**config.mk**
```make
export PLATFORM = sky130hd
export DESIGN_NAME = pilot_median_state_detector
export DESIGN_NICKNAME = d
export VERILOG_FILES = /design/src/pmsd_pkg.sv /design/src/pmsd_cell.sv /design/src/pmsd_window.sv /design/src/pilot_median_state_detector.sv
export SDC_FILE = /design/constraint.sdc
export NUM_CORES = 1
export LEC_CHECK = 0
export BUFFER_PORTS_ARGS = -buffer_cell sky130_fd_sc_hd__buf_2
export CORE_MARGIN = 4
export CORE_UTILIZATION = 30
export DETAILED_ROUTE_END_ITERATION = 10
export HOLD_SLACK_MARGIN = 0.02
export MAX_ROUTING_LAYER = met4
export PLACE_DENSITY = 0.43
export REMOVE_ABC_BUFFERS = 1
export SLEW_MARGIN = 5
export SYNTH_ARGS = -nofsm -noshare
export SYNTH_HDL_FRONTEND = slang
export SYNTH_SLANG_ARGS = --single-unit
export TNS_END_PERCENT = 1
```
**constraint.sdc**
```tcl
create_clock -name clk -period 8.6 [get_ports clk]
set_input_delay 0.86 -clock clk [delete_from_list [all_inputs] [get_ports clk]]
set_output_delay 0.86 -clock clk [all_outputs]
set_load 0.02 [all_outputs]
```
**src/pmsd_pkg.sv**
```systemverilog
// ----------------------------------------------------------------------------
// pmsd_pkg
// Types and constants shared by the pilot median state detector.
// ----------------------------------------------------------------------------
package pmsd_pkg;

  localparam int SAMPLE_W      = 12;
  localparam int TICK_W        = 16;
  localparam int DEC_W         = 8;
  localparam int CFG_IDX_W     = 3;
  localparam int CFG_DATA_W    = 16;
  localparam int STATE_W       = 3;
  localparam int WINDOW_SIZE_D = 5;

  // Register indexes on the configuration channel
  localparam logic [CFG_IDX_W-1:0] REG_SPU   = 3'd0;
  localparam logic [CFG_IDX_W-1:0] REG_DEC   = 3'd1;
  localparam logic [CFG_IDX_W-1:0] REG_A_THR = 3'd2;
  localparam logic [CFG_IDX_W-1:0] REG_B_CTR = 3'd3;
  localparam logic [CFG_IDX_W-1:0] REG_C_CTR = 3'd4;
  localparam logic [CFG_IDX_W-1:0] REG_E_CTR = 3'd5;
  localparam logic [CFG_IDX_W-1:0] REG_TOL   = 3'd6;

  // Register reset values
  localparam logic [TICK_W-1:0]   SPU_RST   = 16'd1;
  localparam logic [DEC_W-1:0]    DEC_RST   = 8'd1;
  localparam logic [SAMPLE_W-1:0] A_THR_RST = 12'd4000;
  localparam logic [SAMPLE_W-1:0] B_CTR_RST = 12'd3650;
  localparam logic [SAMPLE_W-1:0] C_CTR_RST = 12'd3200;
  localparam logic [SAMPLE_W-1:0] E_CTR_RST = 12'd755;
  localparam logic [SAMPLE_W-1:0] TOL_RST   = 12'd150;

  typedef enum logic [STATE_W-1:0] {
    PS_UNKNOWN = 3'd0,
    PS_A       = 3'd1,
    PS_B       = 3'd2,
    PS_C       = 3'd3,
    PS_E       = 3'd4,
    PS_NONE    = 3'd7
  } pilot_state_t;

  typedef enum logic [2:0] {
    ST_IDLE,
    ST_MOD,
    ST_LOAD,
    ST_RANK,
    ST_SEL,
    ST_PUT
  } fsm_state_t;

  // Control for the row of window cells
  typedef struct packed {
    logic shift;  // push a new sample into the row
    logic load;   // copy own sample to the moving token, clear rank
    logic step;   // compare and rotate the moving tokens one cell
  } cell_ctrl_t;

endpackage

```
**src/pmsd_cell.sv**
```systemverilog
// ----------------------------------------------------------------------------
// pmsd_cell
// One window cell: holds a sample and ranks it against the rotating tokens.
// ----------------------------------------------------------------------------
module pmsd_cell #(
  parameter int WINDOW_SIZE = pmsd_pkg::WINDOW_SIZE_D,
  parameter int IDX         = 0,
  localparam int IW         = (WINDOW_SIZE > 1) ? $clog2(WINDOW_SIZE) : 1
) (
  input  logic                          clk,
  input  pmsd_pkg::cell_ctrl_t          ctrl,
  input  logic [pmsd_pkg::SAMPLE_W-1:0] shift_in,
  input  logic [pmsd_pkg::SAMPLE_W-1:0] move_in_val,
  input  logic [IW-1:0]                 move_in_idx,
  output logic [pmsd_pkg::SAMPLE_W-1:0] own,
  output logic [pmsd_pkg::SAMPLE_W-1:0] move_val,
  output logic [IW-1:0]                 move_idx,
  output logic [IW-1:0]                 rank
);
  import pmsd_pkg::*;

  logic hit;

  // Token sorts below own sample: smaller, or equal and from a lower cell
  assign hit = (move_val < own) || ((move_val == own) && (move_idx < IW'(IDX)));

  always_ff @(posedge clk) begin
    if (ctrl.shift) begin
      own <= shift_in;
    end
    if (ctrl.load) begin
      move_val <= own;
      move_idx <= IW'(IDX);
      rank     <= '0;
    end else if (ctrl.step) begin
      rank     <= rank + IW'(hit);
      move_val <= move_in_val;
      move_idx <= move_in_idx;
    end
  end

endmodule

```
**src/pmsd_window.sv**
```systemverilog
// ----------------------------------------------------------------------------
// pmsd_window
// Row of sample cells in a ring; captures the cell whose rank is the middle.
// ----------------------------------------------------------------------------
module pmsd_window #(
  parameter int WINDOW_SIZE = pmsd_pkg::WINDOW_SIZE_D,
  localparam int IW         = (WINDOW_SIZE > 1) ? $clog2(WINDOW_SIZE) : 1
) (
  input  logic                          clk,
  input  pmsd_pkg::cell_ctrl_t          ctrl,
  input  logic                          capture,
  input  logic [pmsd_pkg::SAMPLE_W-1:0] sample_in,
  output logic [pmsd_pkg::SAMPLE_W-1:0] median
);
  import pmsd_pkg::*;

  logic [SAMPLE_W-1:0] own      [WINDOW_SIZE];
  logic [SAMPLE_W-1:0] move_val [WINDOW_SIZE];
  logic [IW-1:0]       move_idx [WINDOW_SIZE];
  logic [IW-1:0]       rank     [WINDOW_SIZE];
  logic [SAMPLE_W-1:0] pick;

  for (genvar i = 0; i < WINDOW_SIZE; i++) begin : g_cell
    localparam int PREV = (i + WINDOW_SIZE - 1) % WINDOW_SIZE;
    pmsd_cell #(
      .WINDOW_SIZE (WINDOW_SIZE),
      .IDX         (i)
    ) u_cell (
      .clk         (clk),
      .ctrl        (ctrl),
      .shift_in    ((i == 0) ? sample_in : own[PREV]),
      .move_in_val (move_val[PREV]),
      .move_in_idx (move_idx[PREV]),
      .own         (own[i]),
      .move_val    (move_val[i]),
      .move_idx    (move_idx[i]),
      .rank        (rank[i])
    );
  end

  // Ranks are distinct, so exactly one cell matches
  always_comb begin
    pick = '0;
    for (int i = 0; i < WINDOW_SIZE; i++) begin
      if (rank[i] == IW'(WINDOW_SIZE / 2)) begin
        pick = pick | own[i];
      end
    end
  end

  always_ff @(posedge clk) begin
    if (capture) begin
      median <= pick;
    end
  end

endmodule

```
**src/pilot_median_state_detector.sv**
```systemverilog
// ----------------------------------------------------------------------------
// pilot_median_state_detector
// Median filter and state classifier for a charging control pilot signal.
// ----------------------------------------------------------------------------
// Usage:
//   s_axis carries one tick per transaction: ADC sample in tdata, ok flag in
//   tuser. m_axis returns a result transaction (median, pilot state, changed
//   flag) on those ticks that close an update period with a full window.
//   cfg carries register writes (index, data); write only while idle.
// Sequence:
//   A tick that emits nothing leaves the block idle and ready for the next
//   tick. A tick that emits passes through the load, rank, select and put
//   states before the next tick is taken: the rank pass rotates every sample
//   once around the cell ring. Its result shows on m_axis from the output
//   register. A write to decimate_factor starts a bit-serial remainder pass
//   (one tick-count bit per cycle) during which no tick is taken.
// Reset:
//   rst clears counters, loads register defaults and marks no state emitted
//   yet, so the first result always flags a change. Both ready outputs stay
//   low while rst is high. Window contents stay undefined until WINDOW_SIZE
//   samples have been stored.
// Stall:
//   A result waits in the output register; ticks keep flowing while it
//   waits, until another emitting tick finds it still occupied.
// ----------------------------------------------------------------------------
module pilot_median_state_detector #(
  parameter int WINDOW_SIZE = pmsd_pkg::WINDOW_SIZE_D
) (
  input  logic                            clk,
  input  logic                            rst,
  // slave stream
  input  logic                            s_axis_tvalid,
  output logic                            s_axis_tready,
  input  logic [15:0]                     s_axis_tdata,  // [11:0] adc_sample, [15:12] zero
  input  logic                            s_axis_tuser,  // [0] adc_ok
  // master stream
  output logic                            m_axis_tvalid,
  input  logic                            m_axis_tready,
  output logic [15:0]                     m_axis_tdata,  // [11:0] median_value,
                                                         // [14:12] pilot_state, [15] zero
  output logic                            m_axis_tuser,  // [0] state_changed
  // configuration writes
  input  logic                            cfg_valid,
  output logic                            cfg_ready,
  input  logic [pmsd_pkg::CFG_IDX_W-1:0]  cfg_index,
  input  logic [pmsd_pkg::CFG_DATA_W-1:0] cfg_data
);
  import pmsd_pkg::*;

  localparam int FW = $clog2(WINDOW_SIZE + 1);

  // Configuration registers
  logic [TICK_W-1:0]   spu;
  logic [DEC_W-1:0]    dec;
  logic [SAMPLE_W-1:0] a_thr;
  logic [SAMPLE_W-1:0] b_ctr;
  logic [SAMPLE_W-1:0] c_ctr;
  logic [SAMPLE_W-1:0] e_ctr;
  logic [SAMPLE_W-1:0] tol;

  // Control state
  fsm_state_t          state, state_next;
  logic [TICK_W-1:0]   tick_count;
  logic [DEC_W-1:0]    dec_count;   // tick_count modulo the decimation factor
  logic [FW-1:0]       fill_count;
  logic [3:0]          step_cnt;
  logic [DEC_W-1:0]    rem;
  pilot_state_t        last_state;

  // Output register
  logic [SAMPLE_W-1:0] out_value;
  pilot_state_t        out_state;
  logic                out_changed;

  // Datapath helpers
  logic                cfg_fire, dec_write;
  logic                in_fire, dec_tick, tick_drop, store, wrap, full_after, emit;
  logic [TICK_W-1:0]   spu_eff;
  logic [DEC_W-1:0]    dec_eff;
  logic [TICK_W-1:0]   tick_inc;
  logic [DEC_W:0]      dec_inc;
  logic [DEC_W:0]      rem_try;
  logic [DEC_W-1:0]    rem_next;
  logic                put, capture;
  cell_ctrl_t          cell_ctrl;
  logic [SAMPLE_W-1:0] median;
  logic [SAMPLE_W-1:0] d_b, d_c, d_e;
  pilot_state_t        cls;

  assign cfg_ready = !rst;
  assign cfg_fire  = cfg_valid && cfg_ready;
  assign dec_write = cfg_fire && (cfg_index == REG_DEC);

  assign spu_eff = (spu == '0) ? TICK_W'(1) : spu;
  assign dec_eff = (dec == '0) ? DEC_W'(1) : dec;

  assign s_axis_tready = (state == ST_IDLE) && !rst;
  assign in_fire       = s_axis_tvalid && s_axis_tready;

  // Tick decode: store on decimation ticks, drop a decimation tick with a bad sample
  assign dec_tick   = (dec_count == '0);
  assign tick_drop  = dec_tick && !s_axis_tuser;
  assign store      = dec_tick && s_axis_tuser;
  assign tick_inc   = tick_count + TICK_W'(1);
  assign wrap       = (tick_inc >= spu_eff) || (tick_inc == '0);
  assign full_after = (fill_count == FW'(WINDOW_SIZE)) ||
                      (store && (fill_count == FW'(WINDOW_SIZE - 1)));
  assign emit       = in_fire && !tick_drop && wrap && full_after;
  assign dec_inc    = {1'b0, dec_count} + (DEC_W + 1)'(1);

  // One restoring step of tick_count modulo dec_eff, MSB first
  assign rem_try  = {rem, tick_count[4'd15 - step_cnt]};
  assign rem_next = (rem_try >= {1'b0, dec_eff}) ? DEC_W'(rem_try - {1'b0, dec_eff})
                                                 : rem_try[DEC_W-1:0];

  // Classify the captured median; A first, then B, C, E
  assign d_b = (median >= b_ctr) ? (median - b_ctr) : (b_ctr - median);
  assign d_c = (median >= c_ctr) ? (median - c_ctr) : (c_ctr - median);
  assign d_e = (median >= e_ctr) ? (median - e_ctr) : (e_ctr - median);

  always_comb begin
    if (median > a_thr) begin
      cls = PS_A;
    end else if (d_b < tol) begin
      cls = PS_B;
    end else if (d_c < tol) begin
      cls = PS_C;
    end else if (d_e < tol) begin
      cls = PS_E;
    end else begin
      cls = PS_UNKNOWN;
    end
  end

  // Next state and sequencer outputs
  always_comb begin
    state_next      = state;
    cell_ctrl.shift = 1'b0;
    cell_ctrl.load  = 1'b0;
    cell_ctrl.step  = 1'b0;
    capture         = 1'b0;
    put             = 1'b0;
    case (state)
      ST_IDLE: begin
        cell_ctrl.shift = in_fire && store;
        if (emit) begin
          state_next = ST_LOAD;
        end
      end
      ST_MOD: begin
        if (step_cnt == 4'd15) begin
          state_next = ST_IDLE;
        end
      end
      ST_LOAD: begin
        cell_ctrl.load = 1'b1;
        state_next     = ST_RANK;
      end
      ST_RANK: begin
        cell_ctrl.step = 1'b1;
        if (step_cnt == 4'(WINDOW_SIZE - 1)) begin
          state_next = ST_SEL;
        end
      end
      ST_SEL: begin
        capture    = 1'b1;
        state_next = ST_PUT;
      end
      ST_PUT: begin
        if (!m_axis_tvalid || m_axis_tready) begin
          put        = 1'b1;
          state_next = ST_IDLE;
        end
      end
      default: begin
        state_next = ST_IDLE;
      end
    endcase
    // A decimation factor write restarts the remainder pass
    if (dec_write) begin
      state_next = ST_MOD;
    end
  end

  always_ff @(posedge clk) begin
    if (rst) begin
      state <= ST_IDLE;
    end else begin
      state <= state_next;
    end
  end

  // Configuration registers
  always_ff @(posedge clk) begin
    if (rst) begin
      spu   <= SPU_RST;
      dec   <= DEC_RST;
      a_thr <= A_THR_RST;
      b_ctr <= B_CTR_RST;
      c_ctr <= C_CTR_RST;
      e_ctr <= E_CTR_RST;
      tol   <= TOL_RST;
    end else if (cfg_fire) begin
      case (cfg_index)
        REG_SPU:   spu   <= cfg_data;
        REG_DEC:   dec   <= cfg_data[DEC_W-1:0];
        REG_A_THR: a_thr <= cfg_data[SAMPLE_W-1:0];
        REG_B_CTR: b_ctr <= cfg_data[SAMPLE_W-1:0];
        REG_C_CTR: c_ctr <= cfg_data[SAMPLE_W-1:0];
        REG_E_CTR: e_ctr <= cfg_data[SAMPLE_W-1:0];
        REG_TOL:   tol   <= cfg_data[SAMPLE_W-1:0];
        default:   ;
      endcase
    end
  end

  // Tick and decimation counters, fill level
  always_ff @(posedge clk) begin
    if (rst) begin
      tick_count <= '0;
      dec_count  <= '0;
      fill_count <= '0;
      rem        <= '0;
    end else begin
      if (in_fire && !tick_drop) begin
        if (wrap) begin
          tick_count <= '0;
          dec_count  <= '0;
        end else begin
          tick_count <= tick_inc;
          dec_count  <= (dec_inc == {1'b0, dec_eff}) ? '0 : dec_inc[DEC_W-1:0];
        end
        if (store && (fill_count != FW'(WINDOW_SIZE))) begin
          fill_count <= fill_count + FW'(1);
        end
      end
      if (dec_write) begin
        rem <= '0;
      end else if (state == ST_MOD) begin
        rem <= rem_next;
        if (step_cnt == 4'd15) begin
          dec_count <= rem_next;
        end
      end
    end
  end

  // Shared step counter: remainder bits or rank rotations
  always_ff @(posedge clk) begin
    if (rst || dec_write || (state == ST_LOAD)) begin
      step_cnt <= '0;
    end else if ((state == ST_MOD) || (state == ST_RANK)) begin
      step_cnt <= step_cnt + 4'd1;
    end
  end

  // Output register and last emitted state
  always_ff @(posedge clk) begin
    if (rst) begin
      m_axis_tvalid <= 1'b0;
      last_state    <= PS_NONE;
    end else if (put) begin
      m_axis_tvalid <= 1'b1;
      last_state    <= cls;
    end else if (m_axis_tready) begin
      m_axis_tvalid <= 1'b0;
    end
  end

  always_ff @(posedge clk) begin
    if (put) begin
      out_value   <= median;
      out_state   <= cls;
      out_changed <= (cls != last_state);
    end
  end

  assign m_axis_tdata = {1'b0, out_state, out_value};
  assign m_axis_tuser = out_changed;

  pmsd_window #(
    .WINDOW_SIZE (WINDOW_SIZE)
  ) u_window (
    .clk       (clk),
    .ctrl      (cell_ctrl),
    .capture   (capture),
    .sample_in (s_axis_tdata[SAMPLE_W-1:0]),
    .median    (median)
  );

endmodule

```
==> results of run 1 <==
[power by group through the flow]
stage / clock [uW] / sequential, uW / combinational [uW]
CTS: 1780 / 1560 / 185
global placement: 0 / 1590 / 183
floorplan: 0 / 1580 / 110
global route: 1840 / 1560 / 206
detailed placement: 0 / 1590 / 184
finish: 1710 / 1560 / 183
[state kept, by name, summed over array words and instances, names as in the netlist]
signal,count
out_value,12
dec,8
fill_count,3
rem,8
spu,16
m_axis_tvalid,1
e_ctr,12
u_window.g_cell.u_cell.rank,15
b_ctr,12
u_window.median,12
m_axis_tuser,1
c_ctr,12
u_window.g_cell.u_cell.own,60
out_state,3
last_state,3
dec_count,8
step_cnt,4
tol,12
u_window.g_cell.u_cell.move_val,60
tick_count,16
a_thr,12
state,3
u_window.g_cell.u_cell.move_idx,15
[path summary, 6_finish.rpt]
check                                                to                                  start  depth (start not counted)  slack, ns
setup / recovery                           m_axis_tuser                     u_window.median[0]                         18       2.53
hold / removal    u_window.g_cell[4].u_cell.move_idx[0]  u_window.g_cell[4].u_cell.move_idx[0]                          2       0.44
setup reg to reg                           m_axis_tuser                     u_window.median[0]                         18       2.53
hold reg to reg   u_window.g_cell[4].u_cell.move_idx[0]  u_window.g_cell[4].u_cell.move_idx[0]                          2       0.44
[layout make-up]
cell class	instances	area, sq um	share of cell area
multi-input cells	1387	10300	0.479
flip-flops and latches	308	7650	0.357
clock buffers	52	1090	0.0507
well taps	837	1050	0.0489
inverters	196	737	0.0344
repair buffers	74	420	0.0196
clock inverters	19	235	0.0110
[cells in the mapped netlist (47+ instances only)]
library cell	number
a21o_1	50
a21oi_1	119
clkbuf_1	59
dfxtp_1	160
edfxtp_1	148
ha_1	216
inv_1	195
mux2_2	63
mux2i_1	50
nand2_1	225
nand3_1	47
nor2_1	113
o21ai_0	67
[cells by family (layout without fill, tap and decap cells)]
kind of cell | after synthesis | count (layout)
simple gates | 556 | 556
compound gates | 422 | 422
flops | 308 | 308
buf+inv | 284 | 341
fa+ha+maj | 223 | 223
mux | 117 | 117
xor+xnor | 68 | 68
other cells | 1 | 1
[worst reg2reg max path, stage by stage, from the launching register on]
cell and delay, ns:
edfxtp_1 0.52, inv_1 0.22, ha_1 0.18, inv_1 0.06
fa_1 0.39, a21o_1 0.22, a221oi_2 0.34, o21ai_2 0.16
o31ai_4 0.72, mux2i_1 0.51, o221ai_1 0.22, xor2_1 0.18
ha_1 0.32, a2111oi_0 0.39, o211ai_1 0.17, a221oi_1 0.68
nor4b_1 0.30, a31oi_1 0.07, a21o_1 0.20
[metal layers]
layer | share of wire | vias up | global-route usage
li1 | - | 7119 | -
met4 | 0.027 | 0 | 0.0432
met3 | 0.047 | 73 | 0.0265
met2 | 0.45 | 285 | 0.251
met5 | 0 | - | -
met1 | 0.47 | 6817 | 0.217
[stage by stage]
step,total power (uW),util,instance area (sq um)
3_5_place_dp,1770,0.323,20100
5_1_grt,3600,0.345,21400
2_1_floorplan,1690,-,18600
3_3_place_gp,1770,0.323,20100
6_report,3450,0.345,21400
4_1_cts,3520,0.345,21400
==> run metrics, run 1 <==
Setup Fix Bufs, Post-CTS 0; DIE HEIGHT 259 um; DR vias 14,300; Worst path max stage delay 0.72 ns; final hold slack 0.438 ns; Syn-to-layout area delta 13.0%; DPL Wire Length 38,400 um; commonest cells after routing, fill and taps aside nand2_1, ha_1, inv_1; fraction of layout cells with a size suffix above 1 0.116; CTS tree done; max cap viols 0; slowest stage cell, crit path o31ai_4; Yosys reg bits 308; Final Critical Period 6.07 ns; largest family of logic cells by synthesized area adder cells; fillers 6,404; post-synth top area share 0.234; drc violations 0; number of CTS-inserted buffers 39; pwr/cell area 161 nW/um^2; full die area 67,300 sq um; actual slew at the worst max-slew pin 1.05 ns; fin nets 2,270; ant diodes 0; Ports 61; Overall Global Routing Usage 0.161; CP top delay family compound AO/OA/AOI/OAI gates; Clock Skews roughly 0.015 ns; vias per std cell about 5.0; Congestion Overflow GR 0; Synth async-reset ratio 0; Required @ worst endpoint just under 9 ns; RSZ-0062 raised after global routing false; initial antenna violation count 0; core box area 62,200 sq um; critical path cell sequence inv_1, ha_1, inv_1, fa_1, a21o_1, a221oi_2, o21ai_2, o31ai_4, mux2i_1, o221ai_1, xor2_1, ha_1, a2111oi_0, o211ai_1, a221oi_1, nor4b_1, a31oi_1, a21o_1; TritonRoute pass-1 iters 6; Critical path buffers and inverters 2; fraction of synthesized area in multiplexers 0.0686; CP Max Fanout 19; Final Cycle Share 0.706; placed insts 2,802; critical path capture point type flip-flop; hold_buf cts 0; initial drt markers 864; # clock sinks around 310; GPL Wtd Cong 0.887; Setup TNS 0 ns; largest net degree at the start of global routing 84; P_sw 801 uW; Initial Util 0.305; Seq pwr share 0.452; Setup WS pre-CTS roughly 2.4 ns; row cnt 91; worst vdd ir 112 uV; clock share of power 0.495; Post-Synth Adder-Cell Area 0.150; combinational power share 0.053; DRT antenna net count 0; slew margin rel. 0.303; Post-Synth XOR/XNOR Area 0.0314; Int Power 2650 uW; Die W about 260 um; largest area contributor in the netlist edfxtp_1; Post-CTS Resized 0; Max Transition Viols Final 0; first-pass GRT wire length 82,900 um; arrival time worst endpoint 6.39 ns; Post-synth EDFFs roughly 150; commonest non-fill, non-tap cell in the layout nand2_1; Setup WS post-layout 2.53 ns; non-filler cells, final around 2,900; fmax 165 MHz; Clock Latency Late Sink 0.56 ns; Hold WC Path Type reg -> reg; sw frac 0.232; synth top area cells edfxtp_1, dfxtp_1, ha_1; Synth Area in Simple Gates 0.141; status complete, no violations; P_leak 0.00842 uW; post-synthesis compound-gate area fraction 0.148; WS Path Type reg -> reg; sequential share of the synthesized area 0.403; IO Port Bufs 55; H-tree depth 2; DRT Wirelength around 53,000 um; synthesized area per cell 9.58 sq um; Clock Pin Slew Worst Setup and Hold Paths 0.06 ns; Cells after Synth ~2,000; Startpoint Class flip-flop; DR WL/cell 18.4 um; Cell Area, Synth 19,000 sq um; Post-synth top flop dfxtp_1; Ys Warns 0; root buffer cell clkbuf_16; count of cell types in the netlist 81; vias in the first global route approximately 14,000; Setup Viol. Count Final 0; clock buffer depth 3; final hold vios 0
Power figures use the tool's default switching activity.
==> run 2: changes to the inputs <==
==> constraint.sdc (replaced) <==
create_clock -name clk -period 6.26 [get_ports clk]
set_input_delay 0.626 -clock clk [delete_from_list [all_inputs] [get_ports clk]]
set_output_delay 0.626 -clock clk [all_outputs]
set_load 0.02 [all_outputs]
==> run metrics, run 2 (synthesized netlist as in run 1, its figures left out) <==
status complete, no violations; CTS tree done; Die W 259 um (unchanged); DIE HEIGHT 259 um (unchanged); DRT antenna net count 0 (unchanged); HP Start s_axis_tdata[11]; P_leak 0.00846 uW (+0.44%); Syn-to-layout area delta 13.3%; ant diodes 0 (unchanged); Setup WS post-layout 0.524 ns (-2.01 ns); pwr/cell area 219 nW/um^2 (+36%); fillers 6,481 (+1.2%); Max Transition Viols Final 0 (unchanged); DR vias 14,200 (-0.36%); CP startpoint u_window.median[0]; DRT Wirelength 53,800 um (+1.7%); critical path capture point type flip-flop; Ports 61 (unchanged); clock buffer depth 3 (unchanged); critical path cell sequence inv_1, ha_1, inv_1, fa_1, a21o_1, a221oi_1, a21oi_1, a31oi_1, o311a_1, nor2_4, mux2i_1, xnor2_1, ha_1, a21o_1, a2111oi_0, o21ai_0, a221oi_1, o21ai_0, nor4b_2, xor2_1, a21o_1; initial drt markers 858 (-0.69%); full die area 67,300 sq um (unchanged); Required @ worst endpoint 6.59 ns (-2.33 ns); fin nets 2,280 (+0.44%); H-tree depth 2 (unchanged); Setup TNS 0 ns (unchanged); Final Cycle Share 0.916 (+0.210); commonest non-fill, non-tap cell in the layout nand2_1; hold_buf cts 0 (unchanged); overall power 4700 uW (+36%); Clock Latency Late Sink 0.58 ns (+0.02 ns); Clock Skews 0.0226 ns (+0.00770 ns); Final Critical Period 5.74 ns (-0.335 ns); vias per std cell 4.94 (-0.77%); FF/Latch Area 7650 sq um (unchanged); Setup Fix Bufs, Post-CTS 0 (unchanged); number of CTS-inserted buffers 40 (+2.6%); root buffer cell clkbuf_16; fmax 174 MHz (+5.8%); max cap viols 0 (unchanged); # clock sinks 308 (unchanged); row cnt 91 (unchanged); commonest cells after routing, fill and taps aside nand2_1, ha_1, inv_1; DR WL/cell 18.7 um (+1.3%); Congestion Overflow GR 0 (unchanged); Worst path max stage delay 0.48 ns (-0.24 ns); slew margin rel. 0.321 (+0.0179); final core occ 0.346 (+0.000885); Setup Viol. Count Final 0 (unchanged); core box area 62,200 sq um (unchanged); WS Path Type reg -> reg; TritonRoute pass-1 iters 7 (+1); initial antenna violation count 0 (unchanged); vias in the first global route 14,400 (+2.3%); Initial Util 0.305 (unchanged); Post-CTS Resized 0 (unchanged); DPL Wire Length 39,600 um (+3.0%); RSZ-0062 raised after global routing false; Hold WC Path Type in -> reg; Setup WS pre-CTS 0.515 ns (-1.93 ns); slowest stage cell, crit path a221oi_1; arrival time worst endpoint 6.07 ns (-0.32 ns); non-filler cells, final 2,885 (+0.42%); CP Max Fanout 10 (-9); most used cell, CP a21o_1; placed insts 2,811 (+0.32%); biggest regs u_window.g_cell.u_cell.move_val: 60 flops, u_window.g_cell.u_cell.own: 60 flops; fraction of layout cells with a size suffix above 1 0.120 (+0.00372); Startpoint Class flip-flop; IO Port Bufs 55 (unchanged); multi-input logic area 10,300 sq um (unchanged); final hold vios 0 (unchanged); worst vdd ir 184 uV (+64%); GPL Wtd Cong 0.834 (-6.0%); largest net degree at the start of global routing 65 (-23%); drc violations 0 (unchanged); Clock Pin Slew Worst Setup and Hold Paths 0.06 ns (about the same); reg2reg start u_window.median[0]; Overall Global Routing Usage 0.163 (+0.00171); actual slew at the worst max-slew pin 1.01 ns (-0.0305 ns); first-pass GRT wire length 83,600 um (+0.88%)
## run 2: layer usage
metal,up-vias,GRT usage,wire length [um]
li1,7140,-,-
met1,6782,0.215,25600
met5,-,-,0
met3,81,0.0257,2270
met2,240,0.259,24500
met4,0,0.0483,1490
## run 2: path summary, 6_finish.rpt
path	end	slack, ns	depth (start not counted)
max reg2reg	m_axis_tuser	0.52	21
min	u_window.g_cell[0].u_cell.own[11]	0.22	1
max	m_axis_tuser	0.52	21
min reg2reg	u_window.g_cell[0].u_cell.move_idx[0]	0.43	2
## run 2: power by group
part / switching, uW / internal (uW) / total [uW]
Combinational: 161 / 91.5 / 252
Sequential: 19.0 / 2120 / 2140
Clock: 956 / 1350 / 2300
## run 2: through the flow
step / instance area [sq um] / hold slack (ns)
2_1_floorplan: 18600 / 0.410
3_3_place_gp: 20200 / 0.420
3_5_place_dp: 20200 / 0.425
4_1_cts: 21500 / 0.173
5_1_grt: 21500 / 0.186
6_report: 21500 / 0.219
## run 2: cell type report
| cell class | instances | share of cell area |
|---|---|---|
| Tap cell | 837 | 0.0487 |
| Sequential cell | 308 | 0.356 |
| Multi-Input combinational cell | 1387 | 0.477 |
| Clock inverter | 22 | 0.0108 |
| Clock buffer | 52 | 0.0501 |
| Timing Repair Buffer | 83 | 0.0227 |
| Inverter | 196 | 0.0343 |
## run 2: critical path, delay by kind of cell (launching register included)
family	cells	cell delay (ns)
flops	1	0.40
compound gates	11	2.92
buf+inv	2	0.25
xor+xnor	2	0.25
simple gates	2	0.59
mux	1	0.22
fa+ha+maj	3	0.85
